`config.mk`:
```
export PLATFORM = sky130hd
export DESIGN_NAME = der_ecdsa_signature_to_raw_core
export DESIGN_NICKNAME = d
export VERILOG_FILES = /design/src/hdl/der2raw_pkg.sv /design/src/hdl/der_ecdsa_signature_to_raw_core.sv
export SDC_FILE = /design/constraint.sdc
export NUM_CORES = 2
export LEC_CHECK = 0
export ABC_AREA = 1
export BUFFER_PORTS_ARGS = -buffer_cell sky130_fd_sc_hd__clkbuf_2
export CAP_MARGIN = 20
export CORE_ASPECT_RATIO = 1.4
export CORE_UTILIZATION = 65
export DETAILED_ROUTE_END_ITERATION = 10
export PLACE_DENSITY = 0.83
export SKIP_LAST_GASP = 1
export SLEW_MARGIN = 10
export SYNTH_ARGS = -nofsm -noshare
export SYNTH_HDL_FRONTEND = slang
export SYNTH_SLANG_ARGS = --single-unit
```
`constraint.sdc`:
```
create_clock -name clk -period 29.5 [get_ports clk]
set_clock_uncertainty 0.2 [all_clocks]
set_input_delay 5.9 -clock clk [delete_from_list [all_inputs] [get_ports clk]]
set_output_delay 5.9 -clock clk [all_outputs]
set_load 0.01 [all_outputs]
```
`src/hdl/der2raw_pkg.sv`:
```
package der2raw_pkg;

	localparam int COORD_BYTES = 32;
	localparam int DER_MAX_BYTES = 72;
	localparam int DER_MIN_BYTES = 8;
	localparam int STORE_BYTES = 2 * COORD_BYTES;
	localparam int WORD_COUNT = (STORE_BYTES + 7) / 8;
	localparam int STORE_AW = $clog2(STORE_BYTES);
	localparam int WORD_AW = $clog2(WORD_COUNT);

	localparam logic [7:0] TAG_SEQUENCE = 8'h30;
	localparam logic [7:0] TAG_INTEGER = 8'h02;

	typedef struct packed {
		logic [7:0] data_byte;
		logic       last_byte;
	} byte_item_t;

	typedef struct packed {
		logic [2:0]  word_index;
		logic [63:0] out_word;
		logic        ok;
		logic        last_word;
	} word_item_t;

endpackage

```
`src/hdl/der_ecdsa_signature_to_raw_core.sv`:
```
// Channel  | Direction | Handshake               | Payload
// byte     | in        | byte_valid / byte_stall | der2raw_pkg::byte_item_t
// word     | out       | word_valid / word_stall | der2raw_pkg::word_item_t
//
// A DER byte is parsed in the cycle it is accepted, one byte per cycle while byte_stall is low.
// The final byte loads eight result words into an output buffer, which then
// drains one word per cycle when word_stall is low, while the next signature is already being parsed.
// A final byte is stalled only while the buffer still holds undelivered words.
// arst_n returns the parser and the output buffer to idle at once.
module der_ecdsa_signature_to_raw_core (
	input  logic                    clk,
	input  logic                    arst_n,
	input  logic                    byte_valid,
	output logic                    byte_stall,
	input  der2raw_pkg::byte_item_t byte_item,
	output logic                    word_valid,
	input  logic                    word_stall,
	output der2raw_pkg::word_item_t word_item
);

	localparam logic [2:0] PH_SEQ_TAG = 3'd0;
	localparam logic [2:0] PH_SEQ_LEN = 3'd1;
	localparam logic [2:0] PH_INT_TAG = 3'd2;
	localparam logic [2:0] PH_INT_LEN = 3'd3;
	localparam logic [2:0] PH_INT_FIRST = 3'd4;
	localparam logic [2:0] PH_INT_STRIPPED = 3'd5;
	localparam logic [2:0] PH_INT_BODY = 3'd6;
	localparam logic [2:0] PH_DONE = 3'd7;

	localparam int SA = der2raw_pkg::STORE_AW;
	localparam int WA = der2raw_pkg::WORD_AW;
	localparam int NW = der2raw_pkg::WORD_COUNT;

	// Parser state.
	logic [2:0] phase_q, phase_n;
	logic [6:0] count_q, count_n;
	logic [7:0] decl_q, decl_n;
	logic       second_q, second_n;
	logic [5:0] left_q, left_n;
	logic       fail_q, fail_n, fail_eff;
	logic       put, clr_half;

	// Coordinate store: byte lanes of 64-bit words, with a valid bit per byte.
	logic [63:0]            store_q [NW];
	logic [NW*8-1:0]        valid_q;
	logic [SA-1:0]          wr_pos;
	logic [WA-1:0]          wr_word;
	logic [2:0]             wr_lane;
	logic [63:0]            snap [NW];
	logic                   ok_n;

	// Output buffer.
	logic [63:0]   buf_q [NW];
	logic          buf_ok_q;
	logic          busy_q;
	logic [WA-1:0] idx_q;

	logic [7:0] b;
	logic       accept, load, out_fire, drain_done;

	assign b = byte_item.data_byte;
	assign out_fire = busy_q && !word_stall;
	assign drain_done = out_fire && (idx_q == WA'(NW - 1));
	assign byte_stall = byte_item.last_byte && busy_q && !drain_done;
	assign accept = byte_valid && !byte_stall;
	assign load = accept && byte_item.last_byte;

	assign wr_pos = SA'(der2raw_pkg::COORD_BYTES) - SA'(left_q)
		+ (second_q ? SA'(der2raw_pkg::COORD_BYTES) : SA'(0));
	assign wr_word = wr_pos[SA-1:3];
	assign wr_lane = wr_pos[2:0];

	always_comb begin
		count_n = (count_q <= 7'(der2raw_pkg::DER_MAX_BYTES)) ? count_q + 7'd1 : count_q;
		fail_eff = fail_q || (count_n > 7'(der2raw_pkg::DER_MAX_BYTES));
		phase_n = phase_q;
		decl_n = decl_q;
		second_n = second_q;
		left_n = left_q;
		fail_n = fail_eff;
		put = 1'b0;
		clr_half = 1'b0;
		if (!fail_eff) begin
			case (phase_q)
				PH_SEQ_TAG: begin
					if (b != der2raw_pkg::TAG_SEQUENCE) fail_n = 1'b1;
					else phase_n = PH_SEQ_LEN;
				end
				PH_SEQ_LEN: begin
					decl_n = b;
					phase_n = PH_INT_TAG;
				end
				PH_INT_TAG: begin
					if (b != der2raw_pkg::TAG_INTEGER) fail_n = 1'b1;
					else phase_n = PH_INT_LEN;
				end
				PH_INT_LEN: begin
					if (b == 8'd0 || b > 8'(der2raw_pkg::COORD_BYTES + 1)) begin
						fail_n = 1'b1;
					end else begin
						left_n = b[5:0];
						clr_half = 1'b1;
						phase_n = PH_INT_FIRST;
					end
				end
				PH_INT_FIRST: begin
					if (b[7]) begin
						fail_n = 1'b1;
					end else if (b == 8'd0 && left_q > 6'd1) begin
						// A single leading zero is allowed only in front of a set top bit.
						left_n = left_q - 6'd1;
						phase_n = PH_INT_STRIPPED;
					end else if (left_q > 6'(der2raw_pkg::COORD_BYTES)) begin
						fail_n = 1'b1;
					end else begin
						put = 1'b1;
					end
				end
				PH_INT_STRIPPED: begin
					if (!b[7] || left_q > 6'(der2raw_pkg::COORD_BYTES)) fail_n = 1'b1;
					else put = 1'b1;
				end
				PH_INT_BODY: begin
					put = 1'b1;
				end
				default: begin
					fail_n = 1'b1;
				end
			endcase
		end
		if (put) begin
			left_n = left_q - 6'd1;
			if (left_q == 6'd1) begin
				if (!second_q) begin
					second_n = 1'b1;
					phase_n = PH_INT_TAG;
				end else begin
					phase_n = PH_DONE;
				end
			end else begin
				phase_n = PH_INT_BODY;
			end
		end
	end

	assign ok_n = !fail_n && phase_n == PH_DONE
		&& count_n >= 7'(der2raw_pkg::DER_MIN_BYTES)
		&& count_n <= 7'(der2raw_pkg::DER_MAX_BYTES)
		&& ({1'b0, decl_n} + 9'd2) == {2'b00, count_n};

	// Store contents as they stand after this byte, zeroed unless the signature is good.
	always_comb begin
		for (int w = 0; w < NW; w++) begin
			for (int k = 0; k < 8; k++) begin
				if (!ok_n) begin
					snap[w][63-8*k -: 8] = 8'd0;
				end else if (put && wr_word == WA'(w) && wr_lane == 3'(k)) begin
					snap[w][63-8*k -: 8] = b;
				end else if (valid_q[w*8+k]) begin
					snap[w][63-8*k -: 8] = store_q[w][63-8*k -: 8];
				end else begin
					snap[w][63-8*k -: 8] = 8'd0;
				end
			end
		end
	end

	always_ff @(posedge clk or negedge arst_n) begin
		if (!arst_n) begin
			phase_q <= PH_SEQ_TAG;
			count_q <= '0;
			decl_q <= '0;
			second_q <= 1'b0;
			left_q <= '0;
			fail_q <= 1'b0;
			valid_q <= '0;
		end else if (accept) begin
			if (byte_item.last_byte) begin
				phase_q <= PH_SEQ_TAG;
				count_q <= '0;
				decl_q <= '0;
				second_q <= 1'b0;
				left_q <= '0;
				fail_q <= 1'b0;
				valid_q <= '0;
			end else begin
				phase_q <= phase_n;
				count_q <= count_n;
				decl_q <= decl_n;
				second_q <= second_n;
				left_q <= left_n;
				fail_q <= fail_n;
				if (put) begin
					valid_q[wr_pos] <= 1'b1;
				end else if (clr_half) begin
					if (second_q) valid_q[der2raw_pkg::STORE_BYTES-1:der2raw_pkg::COORD_BYTES] <= '0;
					else valid_q[der2raw_pkg::COORD_BYTES-1:0] <= '0;
				end
			end
		end
	end

	always_ff @(posedge clk) begin
		if (accept && put) begin
			store_q[wr_word][63-8*wr_lane -: 8] <= b;
		end
		if (load) begin
			buf_q <= snap;
			buf_ok_q <= ok_n;
		end
	end

	always_ff @(posedge clk or negedge arst_n) begin
		if (!arst_n) begin
			busy_q <= 1'b0;
			idx_q <= '0;
		end else if (load) begin
			busy_q <= 1'b1;
			idx_q <= '0;
		end else if (out_fire) begin
			busy_q <= !drain_done;
			idx_q <= idx_q + WA'(1);
		end
	end

	assign word_valid = busy_q;
	assign word_item.word_index = 3'(idx_q);
	assign word_item.out_word = buf_q[idx_q];
	assign word_item.ok = buf_ok_q;
	assign word_item.last_word = (idx_q == WA'(NW - 1));

	a_first_word: assert property (@(posedge clk) disable iff (!arst_n)
		$rose(busy_q) |-> idx_q == '0)
		else $error("word run does not start at word zero");

	a_fail_zero: assert property (@(posedge clk) disable iff (!arst_n)
		(word_valid && !word_item.ok) |-> word_item.out_word == 64'd0)
		else $error("failed signature delivers nonzero data");

	a_count_sat: assert property (@(posedge clk) disable iff (!arst_n)
		count_q <= 7'(der2raw_pkg::DER_MAX_BYTES + 1))
		else $error("byte count passed its saturation point");

	a_load_busy: assert property (@(posedge clk) disable iff (!arst_n)
		load |=> (busy_q && idx_q == '0))
		else $error("final byte did not start a word run");

	a_put_range: assert property (@(posedge clk) disable iff (!arst_n)
		(accept && put) |-> (left_q != 6'd0 && left_q <= 6'(der2raw_pkg::COORD_BYTES)))
		else $error("value byte written outside its coordinate");

endmodule

```
==> out/metrics.yaml <==
grt_max_degree: 263
setup_viol: 0
yosys-top-cells-area: "edfxtp_1, nor2_1, a31oi_1"
startpoint_type: "primary input"
hold_class: "reg -> reg"
clock_path_buffers: 3
hold_buffers: 0
finalCritPeriodShare_pct: 43.2
wl_mm: 134
wl_per_cell_um: 23.9
ys_ff_latch: 1119
drive_gt1_share_pct: 8.70
clk_latency_ns: 0.67
power_frac_seq_pct: 44.1
cts_tree: "yes"
post_cts_resized: 0
power.internal_mw: 2.87
yosysSeqAreaShare_pct: 65.9
worstPathMaxFanout: 5
syn-instance-count: 4683
peakVddDrop_mv: 0.0881
track_usage_pct: 33.8
synth.distinct_cells: 35
stdcell_area_um2: 53600
p_comb_share_pct: 25.8
synthArstFlopShare_pct: 8.40
switchingPower_mw: 1.50
syn2layout_area_growth_pct: 6.70
p_per_area_nw_per_um2: 81.4
ys_top_cells_by_count: "nor2_1, edfxtp_1, a31oi_1, o21ai_0, clkbuf_1"
tns_ns: 0
num_antenna_cells: 0
synth_edf_count: 1025
max_stage_delay_ns: 0.24
worst_pin_slew_ns: 1.34
postCtsSetupBuffers: 0
hold_viol: 0
grt_pass1_wl_mm: 200
place_congestion: 0.867
critical_path_required_ns: 23.40
whs_ns: 0.349
yosysWarnings: 0
drt_iter0_markers: 5283
outcome: "finished clean"
route.detailed.drc: 0
port_buffers: 83
root_buffer: "clkbuf_16"
hold_path.startpoint: "decl_q[2]$_DFFE_PN0P_"
vias: 37068
synth_top_area_share_pct: 61.3
start_util_pct: 65.7
p_sw_share_pct: 34.3
avgSynthCellArea_um2: 10.7
clk_pin_slew_ns: 0.06
die_w_um: 237
critPathKind: "in -> out"
antenna_left: 0
max_cap_violations: 0
hpwl_mm: 75.8
r2r_cells: 12
die_area_um2: 78400
synth_top_area_cell: "edfxtp_1"
end_kind: "primary output"
cpMaxStageDelayCell: "nor2_1"
drt-pass1-iter-count: 9
cp-startpoint: "word_stall"
place_area_um2: 50300
critical_path_arrival_ns: 6.64
fp-row-count: 120
path_cells: "clkbuf_2, nor2_1, nand2_1, nand2_1, nor2_1, clkbuf_2"
p_clk_share_pct: 30.1
synth_top_flop_cell: "edfxtp_1"
grt_pass1_vias: 35271
io_pins: 84
holdPathStages: 1
p_leak_nw: 18.2
netlist_area_um2: 50200
slew_viol_final: 0
worstSetupPathDepth: 6
rsz0062_at_grt: "no"
cts_htree_levels: 3
overflow: 0
final_nets: 4574
timing.critical_path.buf_inv: 2
layout_min_cycle_time_ns: 12.74
antenna_found_initial: 0
syn-num-nets: 4708
coreArea_um2: 76400
die_h_um: 331
clock_sinks: 1119
synth.most_common_cell: "nor2_1"
slew_headroom_pct: 10.8
vias_per_cell: 6.61
crit_family: "simple AND/OR/NAND/NOR gates"
regToRegStartpoint: "idx_q[1]$_DFFE_PN0P_"
fmax_ghz: 0.0785
cts_buffers: 97
-- worst reg2reg max path: cells and delay by family (launching register included) --
| family | cells | cell delay [ns] |
|---|---|---|
| AOI/OAI and AO/OA | 1 | 0.06 |
| adders and majority gates | 2 | 0.47 |
| buffers and inverters | 6 | 4.62 |
| DFF | 1 | 1.01 |
| and+or+nand+nor | 3 | 0.61 |
-- path summary, 6_finish.rpt --
path / slack [ns] / to
min in group asynchronous: 4.94 / valid_q[16]$_DFFE_PN0P_
min: 0.35 / decl_q[2]$_DFFE_PN0P_
max reg2reg: 22.13 / buf_q[280]$_SDFFCE_PN0P_
min reg2reg: 0.35 / decl_q[2]$_DFFE_PN0P_
max in group asynchronous: 23.04 / valid_q[13]$_DFFE_PN0P_
max: 16.76 / byte_stall
-- cells by family (layout without fill, tap and decap cells) --
kind of cell    after synthesis  in the layout  synth area share (%)
simple gates               1993           1993                  16.3
flops                      1119           1119                  65.9
compound gates             1021           1021                  11.8
buf+inv                     532            479                  5.49
fa+ha+maj                    12             12                 0.299
xor+xnor                      6              6                 0.157
-- per-layer routing --
metal	vias to the layer above	part of all wire, %	GRT usage (%)
li1	16281	-	-
met1	17596	33	40.8
met2	2665	49	56.9
met3	526	12	6.32
met4	0	6.1	20.1
met5	-	0	0
-- stage by stage --
step	worst slack, ns	utilization (%)	power, mW	std cells
final	16.76	70.1	4.36	5606
after global routing	16.64	70.1	4.49	5606
after CTS	16.74	70.0	4.33	5602
after detailed placement	16.75	65.8	3.03	5422
after global placement	16.72	65.7	3.00	5417
after floorplan	11.95	-	2.61	4683
-- state kept, by name, summed over array words and instances (netlist names) --
signal	cells
phase_q	3
idx_q	3
left_q	6
buf_q	512
fail_q	1
second_q	1
valid_q	64
word_valid	1
store_q	512
count_q	7
buf_ok_q	1
decl_q	8
-- final cells by class --
type / instances / area, um^2
clock inverters: 49 / 524
flip-flops and latches: 1119 / 33100
repair buffers: 143 / 972
inverters: 156 / 604
multi-input cells: 3032 / 14400
well taps: 976 / 1220
clock buffers: 131 / 2730
fillers: 4884 / 22800
-- cells in the final DEF (no fill, tap or decap), drive strengths merged, types with 6 or more instances in the layout --
master and instances:
buf 61, a31oi 579, ha 12, nand3 111, nor2 1655, nand4 6
a21oi 73, nand2 197, bufinv 11, nor3 13, clkbuf 213, nor4 8
inv 155, edfxtp 1025, o21ai 284, dfrtp 94, o22ai 82, clkinv 36
-- power groups by stage --
stage / logic [mW] / registers [mW] / clock network, mW
2_1_floorplan: 0.701 / 1.91 / 0
3_3_place_gp: 1.05 / 1.95 / 0
3_5_place_dp: 1.08 / 1.95 / 0
4_1_cts: 1.09 / 1.92 / 1.31
5_1_grt: 1.19 / 1.93 / 1.37
6_report: 1.12 / 1.92 / 1.32
(Power assumes the default switching activity.)
